### src/hdl/qbsa_pkg.sv
// ----------------------------------------------------------------------------
// qbsa_pkg
// Shared widths, codes and types of the quadratic band spectrum averager.
// ----------------------------------------------------------------------------
package qbsa_pkg;

   localparam int MAX_BANDS   = 64;
   localparam int MAX_BINS    = 4096;

   localparam int BIN_W       = 16;
   localparam int INDEX_W     = 6;
   localparam int LEVEL_W     = 16;
   localparam int BANDS_W     = 7;
   localparam int SIZE_W      = 13;
   localparam int POS_W       = 13;
   localparam int SUM_W       = 29;
   localparam int SQ_W        = 13;
   localparam int DIV_NUM_W   = 29;
   localparam int DIV_DEN_W   = 14;
   localparam int DIV_CNT_W   = 5;
   localparam int CSR_INDEX_W = 2;
   localparam int CSR_DATA_W  = 13;

   localparam logic signed [SUM_W-1:0] LEVEL_OFFSET = SUM_W'(12288);

   localparam logic [BANDS_W-1:0] BANDS_RESET = BANDS_W'(32);
   localparam logic [SIZE_W-1:0]  SIZE_RESET  = SIZE_W'(512);

   localparam logic [CSR_INDEX_W-1:0] CSR_BAND_COUNT    = CSR_INDEX_W'(0);
   localparam logic [CSR_INDEX_W-1:0] CSR_SPECTRUM_SIZE = CSR_INDEX_W'(1);

   typedef enum logic [2:0] {
      ST_IDLE,
      ST_CHECK,
      ST_EDGE_SQ,
      ST_EDGE_MUL,
      ST_DIV,
      ST_OUT
   } state_type;

   typedef enum logic [1:0] {
      PH_PRE,
      PH_POST,
      PH_FLUSH,
      PH_REST
   } phase_type;

   typedef enum logic {
      DIV_EDGE,
      DIV_MEAN
   } div_kind_type;

   typedef struct packed {
      logic                 start;
      logic [DIV_NUM_W-1:0] num;
      logic [DIV_DEN_W-1:0] den;
   } div_req_type;

   typedef struct packed {
      logic                 done;
      logic [DIV_NUM_W-1:0] quot;
   } div_rsp_type;

endpackage

### src/hdl/qbsa_if.sv
// ----------------------------------------------------------------------------
// qbsa_req_if / qbsa_rsp_if
// Valid/ready channels carrying spectrum bins in and band results out.
// ----------------------------------------------------------------------------
interface qbsa_req_if;
   import qbsa_pkg::*;

   logic                    valid;
   logic                    ready;
   logic signed [BIN_W-1:0] bin_value;
   logic                    last_bin;

   modport source (output valid, bin_value, last_bin, input ready);
   modport sink   (input valid, bin_value, last_bin, output ready);
endinterface

interface qbsa_rsp_if;
   import qbsa_pkg::*;

   logic                      valid;
   logic                      ready;
   logic [INDEX_W-1:0]        band_index;
   logic signed [LEVEL_W-1:0] band_level;
   logic                      empty_band;
   logic                      last_band;

   modport source (output valid, band_index, band_level, empty_band, last_band, input ready);
   modport sink   (input valid, band_index, band_level, empty_band, last_band, output ready);
endinterface

### src/hdl/quadratic_band_spectrum_averager_core.sv
// ----------------------------------------------------------------------------
// quadratic_band_spectrum_averager_core
// Groups log10 spectrum bins into quadratically widening bands and reports
// the mean mapped level of each band.
// ----------------------------------------------------------------------------
// A bin that closes no band passes through the check state twice before the
// block is ready again. Each band reported runs the bit-serial divider once
// for its mean, unless the band is empty, and once for the next band edge,
// unless it is the last band, plus setup. After reset, after any register
// write and after a bin marked last, the block computes the edge of band 0
// before it takes the next word. Zero width leading bands come out at the
// start of the next word. Results leave through one output register; the block waits while it is full.
module quadratic_band_spectrum_averager_core (
   input  logic                              clock,
   input  logic                              reset,
   qbsa_req_if.sink                          req_if,
   qbsa_rsp_if.source                        rsp_if,
   input  logic                              csr_write_enable,
   input  logic [qbsa_pkg::CSR_INDEX_W-1:0]  csr_index,
   input  logic [qbsa_pkg::CSR_DATA_W-1:0]   csr_write_data
);
   import qbsa_pkg::*;

   state_type               state_ff, state_in;
   phase_type               phase_ff, phase_in;
   div_kind_type            kind_ff, kind_in;
   logic [BANDS_W-1:0]      band_count_ff, band_count_in;
   logic [SIZE_W-1:0]       spectrum_size_ff, spectrum_size_in;
   logic [POS_W-1:0]        bin_pos_ff, bin_pos_in;
   logic [BANDS_W-1:0]      band_pos_ff, band_pos_in;
   logic signed [SUM_W-1:0] sum_ff, sum_in;
   logic [POS_W-1:0]        count_ff, count_in;
   logic [POS_W-1:0]        end_ff, end_in;
   logic                    rsp_valid_ff, rsp_valid_in;

   logic signed [BIN_W-1:0] value_ff, value_in;
   logic                    last_ff, last_in;
   logic                    empty_ff, empty_in;
   logic [SQ_W-1:0]         sq_ff, sq_in;
   logic [SQ_W-1:0]         bsq_ff, bsq_in;
   logic [INDEX_W-1:0]      rsp_index_ff, rsp_index_in;
   logic signed [LEVEL_W-1:0] rsp_level_ff, rsp_level_in;
   logic                    rsp_empty_ff, rsp_empty_in;
   logic                    rsp_last_ff, rsp_last_in;

   logic [BANDS_W-1:0]      eff_bands;
   logic [SIZE_W-1:0]       eff_size;
   logic [BANDS_W-1:0]      band_next;
   logic                    emit_cond;
   logic                    out_free;
   logic [SUM_W-1:0]        sum_mag;
   logic [DIV_DEN_W-1:0]    den3;
   logic [DIV_NUM_W-1:0]    quot;
   logic signed [LEVEL_W-1:0] level_sat;

   div_req_type             div_req;
   div_rsp_type             div_rsp;

   qbsa_div u_div (
      .clock   (clock),
      .reset   (reset),
      .div_req (div_req),
      .div_rsp (div_rsp)
   );

   always_comb begin
      if (band_count_ff == '0) begin
         eff_bands = BANDS_W'(1);
      end else if (band_count_ff > BANDS_W'(MAX_BANDS)) begin
         eff_bands = BANDS_W'(MAX_BANDS);
      end else begin
         eff_bands = band_count_ff;
      end
      if (spectrum_size_ff == '0) begin
         eff_size = SIZE_W'(1);
      end else if (spectrum_size_ff > SIZE_W'(MAX_BINS)) begin
         eff_size = SIZE_W'(MAX_BINS);
      end else begin
         eff_size = spectrum_size_ff;
      end
   end

   always_comb begin
      band_next = band_pos_ff + BANDS_W'(1);
      emit_cond = (band_pos_ff < eff_bands) &&
                  ((end_ff <= bin_pos_ff) || (phase_ff == PH_FLUSH));
      out_free  = !rsp_valid_ff || rsp_if.ready;
      sum_mag   = sum_ff[SUM_W-1] ? SUM_W'(-sum_ff) : SUM_W'(sum_ff);
      den3      = DIV_DEN_W'({count_ff, 1'b0}) + DIV_DEN_W'(count_ff);
      quot      = div_rsp.quot;
      if (sum_ff[SUM_W-1]) begin
         level_sat = (quot >= DIV_NUM_W'(32768)) ? LEVEL_W'(16'h8000)
                                                 : LEVEL_W'(-quot[LEVEL_W-1:0]);
      end else begin
         level_sat = (quot >= DIV_NUM_W'(32767)) ? LEVEL_W'(16'h7FFF)
                                                 : LEVEL_W'(quot[LEVEL_W-1:0]);
      end
   end

   always_comb begin
      state_in         = state_ff;
      phase_in         = phase_ff;
      kind_in          = kind_ff;
      band_count_in    = band_count_ff;
      spectrum_size_in = spectrum_size_ff;
      bin_pos_in       = bin_pos_ff;
      band_pos_in      = band_pos_ff;
      sum_in           = sum_ff;
      count_in         = count_ff;
      end_in           = end_ff;
      value_in         = value_ff;
      last_in          = last_ff;
      empty_in         = empty_ff;
      sq_in            = sq_ff;
      bsq_in           = bsq_ff;
      rsp_valid_in     = rsp_valid_ff && !rsp_if.ready;
      rsp_index_in     = rsp_index_ff;
      rsp_level_in     = rsp_level_ff;
      rsp_empty_in     = rsp_empty_ff;
      rsp_last_in      = rsp_last_ff;
      div_req          = '{start: 1'b0, num: '0, den: '0};
      req_if.ready     = (state_ff == ST_IDLE);

      unique case (state_ff)
         ST_IDLE: begin
            if (req_if.valid) begin
               value_in = req_if.bin_value;
               last_in  = req_if.last_bin;
               phase_in = PH_PRE;
               state_in = ST_CHECK;
            end
         end
         ST_CHECK: begin
            if (emit_cond) begin
               if (count_ff == '0) begin
                  empty_in = 1'b1;
                  state_in = ST_OUT;
               end else begin
                  empty_in      = 1'b0;
                  div_req.start = 1'b1;
                  div_req.num   = sum_mag + DIV_NUM_W'(den3 >> 1);
                  div_req.den   = den3;
                  kind_in       = DIV_MEAN;
                  state_in      = ST_DIV;
               end
            end else begin
               unique case (phase_ff)
                  PH_PRE: begin
                     if (bin_pos_ff < eff_size) begin
                        sum_in     = sum_ff + SUM_W'(value_ff) + LEVEL_OFFSET;
                        count_in   = count_ff + POS_W'(1);
                        bin_pos_in = bin_pos_ff + POS_W'(1);
                     end
                     phase_in = PH_POST;
                  end
                  PH_POST: begin
                     if (last_ff) begin
                        phase_in = PH_FLUSH;
                     end else begin
                        state_in = ST_IDLE;
                     end
                  end
                  PH_FLUSH: begin
                     bin_pos_in  = '0;
                     band_pos_in = '0;
                     sum_in      = '0;
                     count_in    = '0;
                     phase_in    = PH_REST;
                     state_in    = ST_EDGE_SQ;
                  end
                  default: begin
                     state_in = ST_IDLE;
                  end
               endcase
            end
         end
         ST_EDGE_SQ: begin
            sq_in    = SQ_W'(band_next) * SQ_W'(band_next);
            bsq_in   = SQ_W'(eff_bands) * SQ_W'(eff_bands);
            state_in = ST_EDGE_MUL;
         end
         ST_EDGE_MUL: begin
            div_req.start = 1'b1;
            div_req.num   = DIV_NUM_W'(sq_ff) * DIV_NUM_W'(eff_size);
            div_req.den   = DIV_DEN_W'(bsq_ff);
            kind_in       = DIV_EDGE;
            state_in      = ST_DIV;
         end
         ST_DIV: begin
            if (div_rsp.done) begin
               if (kind_ff == DIV_EDGE) begin
                  end_in   = quot[POS_W-1:0];
                  state_in = (phase_ff == PH_REST) ? ST_IDLE : ST_CHECK;
               end else begin
                  state_in = ST_OUT;
               end
            end
         end
         ST_OUT: begin
            if (out_free) begin
               rsp_valid_in = 1'b1;
               rsp_index_in = band_pos_ff[INDEX_W-1:0];
               rsp_level_in = empty_ff ? '0 : level_sat;
               rsp_empty_in = empty_ff;
               rsp_last_in  = (band_next == eff_bands);
               band_pos_in  = band_next;
               sum_in       = '0;
               count_in     = '0;
               state_in     = (band_next < eff_bands) ? ST_EDGE_SQ : ST_CHECK;
            end
         end
         default: begin
            state_in = ST_IDLE;
         end
      endcase

      if (csr_write_enable &&
          ((csr_index == CSR_BAND_COUNT) || (csr_index == CSR_SPECTRUM_SIZE))) begin
         if (csr_index == CSR_BAND_COUNT) begin
            band_count_in = csr_write_data[BANDS_W-1:0];
         end else begin
            spectrum_size_in = csr_write_data[SIZE_W-1:0];
         end
         bin_pos_in    = '0;
         band_pos_in   = '0;
         sum_in        = '0;
         count_in      = '0;
         phase_in      = PH_REST;
         state_in      = ST_EDGE_SQ;
         div_req.start = 1'b0;
      end
   end

   always_ff @(posedge clock) begin
      if (reset) begin
         state_ff         <= ST_EDGE_SQ;
         phase_ff         <= PH_REST;
         kind_ff          <= DIV_EDGE;
         band_count_ff    <= BANDS_RESET;
         spectrum_size_ff <= SIZE_RESET;
         bin_pos_ff       <= '0;
         band_pos_ff      <= '0;
         sum_ff           <= '0;
         count_ff         <= '0;
         end_ff           <= '0;
         rsp_valid_ff     <= 1'b0;
      end else begin
         state_ff         <= state_in;
         phase_ff         <= phase_in;
         kind_ff          <= kind_in;
         band_count_ff    <= band_count_in;
         spectrum_size_ff <= spectrum_size_in;
         bin_pos_ff       <= bin_pos_in;
         band_pos_ff      <= band_pos_in;
         sum_ff           <= sum_in;
         count_ff         <= count_in;
         end_ff           <= end_in;
         rsp_valid_ff     <= rsp_valid_in;
      end
   end

   always_ff @(posedge clock) begin
      value_ff     <= value_in;
      last_ff      <= last_in;
      empty_ff     <= empty_in;
      sq_ff        <= sq_in;
      bsq_ff       <= bsq_in;
      rsp_index_ff <= rsp_index_in;
      rsp_level_ff <= rsp_level_in;
      rsp_empty_ff <= rsp_empty_in;
      rsp_last_ff  <= rsp_last_in;
   end

   assign rsp_if.valid      = rsp_valid_ff;
   assign rsp_if.band_index = rsp_index_ff;
   assign rsp_if.band_level = rsp_level_ff;
   assign rsp_if.empty_band = rsp_empty_ff;
   assign rsp_if.last_band  = rsp_last_ff;

endmodule

### src/hdl/qbsa_div.sv
// ----------------------------------------------------------------------------
// qbsa_div
// Restoring divider, one quotient bit per cycle, shared by band edge and
// band mean computation.
// ----------------------------------------------------------------------------
module qbsa_div (
   input  logic                  clock,
   input  logic                  reset,
   input  qbsa_pkg::div_req_type div_req,
   output qbsa_pkg::div_rsp_type div_rsp
);
   import qbsa_pkg::*;

   logic [DIV_NUM_W-1:0] q_ff, q_in;
   logic [DIV_DEN_W-1:0] r_ff, r_in;
   logic [DIV_DEN_W-1:0] d_ff, d_in;
   logic [DIV_CNT_W-1:0] cnt_ff, cnt_in;
   logic                 busy_ff, busy_in;
   logic                 done_ff, done_in;

   logic [DIV_DEN_W:0]   r_shift;
   logic [DIV_DEN_W:0]   r_diff;
   logic                 ge;

   always_comb begin
      r_shift = {r_ff, q_ff[DIV_NUM_W-1]};
      r_diff  = r_shift - {1'b0, d_ff};
      ge      = (r_shift >= {1'b0, d_ff});

      q_in    = q_ff;
      r_in    = r_ff;
      d_in    = d_ff;
      cnt_in  = cnt_ff;
      busy_in = busy_ff;
      done_in = 1'b0;

      if (div_req.start) begin
         q_in    = div_req.num;
         r_in    = '0;
         d_in    = div_req.den;
         cnt_in  = '0;
         busy_in = 1'b1;
      end else if (busy_ff) begin
         q_in   = {q_ff[DIV_NUM_W-2:0], ge};
         r_in   = ge ? r_diff[DIV_DEN_W-1:0] : r_shift[DIV_DEN_W-1:0];
         cnt_in = cnt_ff + DIV_CNT_W'(1);
         if (cnt_ff == DIV_CNT_W'(DIV_NUM_W - 1)) begin
            busy_in = 1'b0;
            done_in = 1'b1;
         end
      end
   end

   always_ff @(posedge clock) begin
      if (reset) begin
         busy_ff <= 1'b0;
         done_ff <= 1'b0;
         cnt_ff  <= '0;
      end else begin
         busy_ff <= busy_in;
         done_ff <= done_in;
         cnt_ff  <= cnt_in;
      end
   end

   always_ff @(posedge clock) begin
      q_ff <= q_in;
      r_ff <= r_in;
      d_ff <= d_in;
   end

   assign div_rsp.done = done_ff;
   assign div_rsp.quot = q_ff;

endmodule
### src/flat_wrapper.sv
// flat-port wrapper written by rule: the top's interface ports become plain ports
module quadratic_band_spectrum_averager_core_flat import qbsa_pkg::*;
  (clock, reset, csr_write_enable, csr_index, csr_write_data, req_if_valid, req_if_bin_value, req_if_last_bin, req_if_ready, rsp_if_valid, rsp_if_band_index, rsp_if_band_level, rsp_if_empty_band, rsp_if_last_band, rsp_if_ready);
  qbsa_req_if req_if_i ();
  qbsa_rsp_if rsp_if_i ();
  input  logic clock;
  input  logic reset;
  input  logic csr_write_enable;
  input  logic [qbsa_pkg::CSR_INDEX_W-1:0] csr_index;
  input  logic [qbsa_pkg::CSR_DATA_W-1:0] csr_write_data;
  input wire logic [$bits(req_if_i.valid)-1:0] req_if_valid;
  input wire logic [$bits(req_if_i.bin_value)-1:0] req_if_bin_value;
  input wire logic [$bits(req_if_i.last_bin)-1:0] req_if_last_bin;
  output wire logic [$bits(req_if_i.ready)-1:0] req_if_ready;
  output wire logic [$bits(rsp_if_i.valid)-1:0] rsp_if_valid;
  output wire logic [$bits(rsp_if_i.band_index)-1:0] rsp_if_band_index;
  output wire logic [$bits(rsp_if_i.band_level)-1:0] rsp_if_band_level;
  output wire logic [$bits(rsp_if_i.empty_band)-1:0] rsp_if_empty_band;
  output wire logic [$bits(rsp_if_i.last_band)-1:0] rsp_if_last_band;
  input wire logic [$bits(rsp_if_i.ready)-1:0] rsp_if_ready;
  assign req_if_i.valid = req_if_valid;
  assign req_if_i.bin_value = req_if_bin_value;
  assign req_if_i.last_bin = req_if_last_bin;
  assign req_if_ready = req_if_i.ready;
  assign rsp_if_valid = rsp_if_i.valid;
  assign rsp_if_band_index = rsp_if_i.band_index;
  assign rsp_if_band_level = rsp_if_i.band_level;
  assign rsp_if_empty_band = rsp_if_i.empty_band;
  assign rsp_if_last_band = rsp_if_i.last_band;
  assign rsp_if_i.ready = rsp_if_ready;
  quadratic_band_spectrum_averager_core u_core (.clock(clock), .reset(reset), .req_if(req_if_i), .rsp_if(rsp_if_i), .csr_write_enable(csr_write_enable), .csr_index(csr_index), .csr_write_data(csr_write_data));
endmodule
### config.mk
export PLATFORM = sky130hd
export DESIGN_NAME = quadratic_band_spectrum_averager_core_flat
export DESIGN_NICKNAME = d
export VERILOG_FILES = /design/src/hdl/qbsa_pkg.sv /design/src/hdl/qbsa_if.sv /design/src/hdl/quadratic_band_spectrum_averager_core.sv /design/src/hdl/qbsa_div.sv /design/src/flat_wrapper.sv
export SDC_FILE = /design/constraint.sdc
export NUM_CORES = 1
export LEC_CHECK = 0
export BUFFER_PORTS_ARGS = -buffer_cell sky130_fd_sc_hd__buf_2
export CAP_MARGIN = 10
export CORE_MARGIN = 2
export CORE_UTILIZATION = 64
export DETAILED_ROUTE_END_ITERATION = 10
export GPL_TIMING_DRIVEN = 1
export HOLD_SLACK_MARGIN = 0.02
export PLACE_DENSITY = 0.9
export SLEW_MARGIN = 25
export SYNTH_ARGS = -nofsm -noshare
export SYNTH_HDL_FRONTEND = slang
export SYNTH_SLANG_ARGS = --single-unit
### constraint.sdc
create_clock -name clock -period 7.1 [get_ports clock]
set_input_delay 0.355 -clock clock [delete_from_list [all_inputs] [get_ports clock]]
set_output_delay 0.355 -clock clock [all_outputs]
set_load 0.01 [all_outputs]
==> impl_metrics.toml, run 1 <==
[outcome]
status = "completed"

[cells_and_area]
regArea_um2 = 5740
layout_commonest_cell = "inv_1"
layout-drive-gt1-share_pct = 6.34
multi_input_area_um2 = 15700
syn2layout_area_growth_pct = 8.28
layout.nets = 3130
fill_cells = 2552
design_area_um2 = 24800
layout_common_cells = "316 x inv_1, 268 x ha_1, 226 x nand2_1, 202 x nor2_1, 186 x a21oi_1"
diodes = 0

[worst_setup_path]
crit_fanout = 13
critPathCaptureType = "flop"
crit_chain = "nor2b_1, and2_1, fa_1, inv_1, fa_1, inv_1, fa_1, fa_1, inv_1, fa_1, inv_1, ha_1, a2111oi_0, o21a_1, o31ai_1, a221o_1, a41oi_1, o21ai_0, xnor2_1, a22oi_1, o31ai_1"
worst_path_most_repeated_cell = "fa_1"
cp.required_ns = 7.39
critPathKind = "reg -> reg"
slowest_stage = "nor2b_1"
start_kind = "flop"
rrSetupSlack_ns = 0.50
cp_num_buf_inv = 4
path_delay_family = "adder cells"
critPathArrivalTime_ns = 6.90
critPathMaxStageDelay_ns = 0.63

[sta]
finClkSkew_ns = 0.0161
holdWs_ns = 0.0289
finalMaxSlewViolations = 0
period_share_pct = 93.0
hold_viol_final = 0
relSlewSlack_pct = 29.3
setup_viol = 0
rsz0062_at_grt = "no"
worst_pin_slew_ns = 1.06
fin_crit_ns = 6.60
tns_ns = 0
fmax_mhz = 151

[floorplanning]
initial_core_util_pct = 64.8
design.portCount = 63
fp-row-count = 69
dieArea_um2 = 37400
die_w_um = 193
die_y_um = 193
core_um2 = 35400

[clock_tree]
cts_root_buf = "clkbuf_16"
cts_tree = "done"
clk_path_buf_depth = 3
cts_buffers = 28
clock_latency_ns = 0.57
clk_pin_slew_ns = 0.06
ctsHtreeMaxLevel = 1
post_cts_buffers = 0
cts_sinks = 232

[power]
clkPwrFrac_pct = 34.0
comb_power_share_pct = 27.9
vdd_drop_max_mv = 0.221
power_leakage_uw = 0.0115
internal-power_uw = 2940
power_frac_seq_pct = 38.1
powerDensity_nw_per_um2 = 177
p_sw_share_pct = 33.2
p_switching_uw = 1470

[global_route]
overflow = 0
grt_max_degree = 56
grt_pass1_wl_um = 95100
grt_pass1_vias = 19300
grtUsageTotal_pct = 30.8
antenna_found_initial = 0

[placed_design]
io_buffers = 62
placed_cell_area_um2 = 23700
dp_hpwl_um = 44300
routabilityCongestion = 0.972

[synth]
ys.flop_type = "dfxtp_1"
synth_area_um2 = 22900
postSynthAreaPerCell_um2 = 8.71
synthArstFlopShare_pct = 0
synth-seq-cells = 232
synth_edf_count = 109
yosysWarnings = 0
synthCells = 2635
ys_seq_area_share_pct = 25.0
synth_cell_type_count = 86

[drt]
via_per_inst = 6.14
vias = 19400
drt_iter0_drc = 1760
wl_um = 58200
wl_per_cell_um = 18.4
drtPass1Iterations = 6
drc_errors = 0
ant_nets = 0

[min_path]
min_path_type = "in -> reg"

[flow_run]
cap_violations = 0
## synth_stat cells (all sizes together), types with 6 or more instances
cell | n | share of area (%)
inv | 317 | 5.2
a211o | 7 | 0.27
nand2b | 25 | 0.68
nand2 | 226 | 3.7
a31oi | 12 | 0.33
o21ai | 111 | 2.4
mux2i | 33 | 1.4
fa | 151 | 13
nor4 | 15 | 0.46
nor2 | 203 | 3.3
nand4 | 32 | 0.87
a21o | 54 | 1.8
and3 | 20 | 0.55
a211oi | 15 | 0.49
xor2 | 58 | 2.2
dfxtp | 123 | 11
edfxtp | 109 | 14
and2 | 98 | 2.7
a32oi | 6 | 0.23
buf | 9 | 0.17
or4 | 11 | 0.39
nor2b | 39 | 1.1
or3 | 17 | 0.46
or2 | 10 | 0.27
ha | 268 | 15
o21a | 19 | 0.62
xnor2 | 96 | 3.7
a221oi | 16 | 0.61
a22o | 11 | 0.42
a21oi | 190 | 4.2
a22oi | 8 | 0.26
clkbuf | 103 | 1.7
nor3 | 56 | 1.2
o21bai | 16 | 0.52
nand3 | 54 | 1.2
o31ai | 12 | 0.47
## sequential cells by signal, indices dropped and copies added, names as in the netlist, 14 cells and up
name	cells
u_core.rsp_if.band_level	16
u_core.sum_ff	29
u_core.u_div.r_ff	14
u_core.value_ff	16
u_core.u_div.d_ff	14
u_core.u_div.q_ff	29
## power groups by stage
stage	clock network, µW	registers, µW	logic (µW)
floorplan	0	1620	953
global placement	0	1690	1150
detailed placement	0	1700	1200
CTS	1500	1670	1220
global route	1560	1690	1380
finish	1500	1680	1230
## path summary, 6_finish.rpt
check | to | cells after the start | start
setup / recovery | u_core.u_div.q_ff[25] | 21 | u_core.spectrum_size_ff[12]
hold / removal | u_core.spectrum_size_ff[7] | 3 | csr_write_data[7]
setup reg to reg | u_core.u_div.q_ff[25] | 21 | u_core.spectrum_size_ff[12]
hold reg to reg | u_core.u_div.r_ff[13] | 2 | u_core.u_div.r_ff[13]
## routing by layer
| layer | GRT usage [%] | vias up | routed length (µm) |
|---|---|---|---|
| li1 | - | 9064 | - |
| met1 | 40.3 | 9311 | 23600 |
| met2 | 51.6 | 863 | 27700 |
| met3 | 4.64 | 151 | 4870 |
| met4 | 12.1 | 0 | 2060 |
| met5 | 0 | - | 0 |
## layout make-up
cell class	count	area share, %
inverter	318	4.80
tap	461	2.32
timing repair buffer	107	2.79
clock inverter	17	0.766
multi-input combinational	1987	63.2
sequential	232	23.1
clock buffer	35	3.05
## repair_timing
action	4_1_cts	5_1_grt
endpoints found under the hold margin	18	0
hold buffers	18	0
gates resized for setup	0	1
endpoints found under the setup margin	0	1
## tightest hold or removal path: stages
cell     delay (ns)
buf_2          0.09
nand2_1        0.04
a21oi_1        0.05
## stage by stage
step / power (µW) / util, % / setup WS [ns] / std cells
floorplan: 2580 / - / 1.12 / 2649
global placement: 2840 / 67.0 / 0.706 / 3087
detailed placement: 2900 / 67.0 / 0.462 / 3087
CTS: 4390 / 70.2 / 0.445 / 3157
global route: 4620 / 70.2 / 0.0988 / 3157
finish: 4410 / 70.2 / 0.496 / 3157
## cells by family after synthesis
logic type / count (synthesis) / share of synthesized area (%)
buffers and inverters: 430 / 7.06
adders and majority gates: 419 / 27.8
other: 2 / 0.0327
muxes: 38 / 1.69
xor gates and xnor gates: 154 / 5.88
AOI/OAI and AO/OA: 535 / 14.9
DFF: 232 / 25.0
and+or+nand+nor: 825 / 17.6
Power figures use the tool's default switching activity.
==> run 2: changes to the inputs <==
==> constraint.sdc (replaced) <==
create_clock -name clock -period 8.01 [get_ports clock]
set_input_delay 0.4005 -clock clock [delete_from_list [all_inputs] [get_ports clock]]
set_output_delay 0.4005 -clock clock [all_outputs]
set_load 0.01 [all_outputs]
==> run 2 against run 1 <==
Against the previous run: core utilization fell by 0.29 points; register-to-register slack gained 0.54 ns; critical endpoint is now u_core.u_div.q_ff[24]; die area did not move; largest cell class unchanged; global-route usage increased by 0.72 points; maximum frequency is 5.4% lower.
==> impl_metrics.toml, run 2 (same netlist as run 1, synthesis figures left out) <==
[outcome]
status = "completed"

[sta]
worst_pin_slew_ns = 1.07
rsz0062_at_grt = "no"
period_share_pct = 87.1
fmax_mhz = 143
finalMaxSlewViolations = 0
tns_ns = 0
relSlewSlack_pct = 28.6
finalWorstSetupSlack_ns = 1.03
hold_viol_final = 0
setup_viol = 0
finClkSkew_ns = 0.0210
fin_crit_ns = 6.98

[drt]
vias = 19600
ant_nets = 0
drc_errors = 0
via_per_inst = 6.21
wl_per_cell_um = 18.9
wl_um = 59700
drtPass1Iterations = 6
drt_iter0_drc = 2128

[floorplanning]
die_y_um = 193
die_w_um = 193
initial_core_util_pct = 64.8
fp-row-count = 69
dieArea_um2 = 37400
core_um2 = 35400
design.portCount = 63

[worst_setup_path]
start_kind = "flop"
r2r_cells = 21
rrSetupSlack_ns = 1.03
critPathCaptureType = "flop"
critPathArrivalTime_ns = 7.29
critPathKind = "reg -> reg"
timing.rr.end = "u_core.u_div.q_ff[24]"
cp.required_ns = 8.32
crit_fanout = 14
r2r-start = "u_core.spectrum_size_ff[12]"

[cells_and_area]
diodes = 0
fill_cells = 2589
post-route-util_pct = 69.9
reg_top3 = "u_core.sum_ff: 29 flops, u_core.u_div.q_ff: 29 flops"
layout.nets = 3125
syn2layout_area_growth_pct = 7.84
layout_common_cells = "316 x inv_1, 268 x ha_1, 226 x nand2_1, 202 x nor2_1, 186 x a21oi_1"
layout_commonest_cell = "inv_1"
layout-drive-gt1-share_pct = 6.02

[global_route]
grt_pass1_vias = 19700
grt_pass1_wl_um = 97400
grtUsageTotal_pct = 31.5
overflow = 0
antenna_found_initial = 1
grt_max_degree = 56

[clock_tree]
cts_buffers = 28
cts_tree = "done"
cts_resized = 0
clk_path_buf_depth = 3
cts_sinks = 232
ctsHtreeMaxLevel = 1
clock_latency_ns = 0.59
cts_root_buf = "clkbuf_16"
clk_pin_slew_ns = 0.06

[min_path]
min_to = "u_core.spectrum_size_ff[10]"
min_path_type = "in -> reg"
min_from = "csr_write_data[10]"
whs_path_depth = 3

[flow_run]
cap_violations = 0

[placed_design]
io_buffers = 62
routabilityCongestion = 0.974
dp_hpwl_um = 44900
pre_cts_ws_ns = 1.26

[power]
powerDensity_nw_per_um2 = 155
power_leakage_uw = 0.0115
vdd_drop_max_mv = 0.180
finalPower_uw = 3830
-- run 2: area by class of cell --
cell class	count	area, µm²	area share [%]
multi-input combinational	1987	15700	63.4
clock inverter	18	146	0.592
clock buffer	34	744	3.01
inverter	318	1190	4.82
sequential	232	5740	23.2
timing repair buffer	102	656	2.65
tap	461	577	2.33
-- run 2: per-stage QoR --
| stage | hold slack (ns) | cells | instance area, µm² |
|---|---|---|---|
| after floorplan | 0.424 | 2649 | 23000 |
| after global placement | 0.458 | 3082 | 23700 |
| after detailed placement | 0.459 | 3082 | 23700 |
| after CTS | 0.0340 | 3152 | 24700 |
| after global routing | 0.0634 | 3152 | 24700 |
| final | 0.0525 | 3152 | 24700 |
-- run 2: critical path, stage by stage (launching register included) --
cell and delay [ns]:
dfxtp_1 0.47, nor2b_1 0.89, nand2_1 0.20, fa_1 0.58
inv_1 0.05, fa_1 0.48, inv_1 0.06, fa_1 0.52
inv_1 0.06, fa_1 0.53, inv_1 0.06, fa_1 0.53
inv_1 0.04, ha_1 0.35, and3_1 0.24, and2_1 0.20
a32oi_1 0.17, nand2_1 0.13, o41ai_1 0.61, o21ai_0 0.20
xnor2_1 0.19, o221ai_1 0.14
-- run 2: per-layer routing --
| metal | share of wire, % | up-vias | GRT usage (%) |
|---|---|---|---|
| met1 | 40 | 9431 | 41.2 |
| li1 | - | 9060 | - |
| met4 | 3.9 | 0 | 12.2 |
| met2 | 48 | 927 | 53.1 |
| met3 | 8.4 | 170 | 4.45 |
| met5 | 0 | - | 0 |
-- run 2: how the worst max path moves through the flow --
stage               slack [ns]                    end                   startpoint
floorplan                 2.03  u_core.u_div.q_ff[25]  u_core.spectrum_size_ff[12]
global placement          1.52  u_core.u_div.q_ff[25]  u_core.spectrum_size_ff[12]
detailed placement        1.26  u_core.u_div.q_ff[25]  u_core.spectrum_size_ff[12]
CTS                       1.23  u_core.u_div.q_ff[25]  u_core.spectrum_size_ff[12]
global route              0.86  u_core.u_div.q_ff[25]  u_core.spectrum_size_ff[12]
finish                    1.03  u_core.u_div.q_ff[24]  u_core.spectrum_size_ff[12]
-- run 2: repair_timing --
action / CTS / global route
buffers inserted: 0 / 0
hold buffers: 18 / 0
endpoints found under the hold margin: 18 / 0
-- run 2: where the power goes --
| group | leakage (µW) | internal, µW | switching, µW |
|---|---|---|---|
| Clock | 0.000432 | 699 | 548 |
| Combinational | 0.00898 | 442 | 650 |
| Sequential | 0.00205 | 1370 | 128 |
| Total | 0.0115 | 2510 | 1330 |
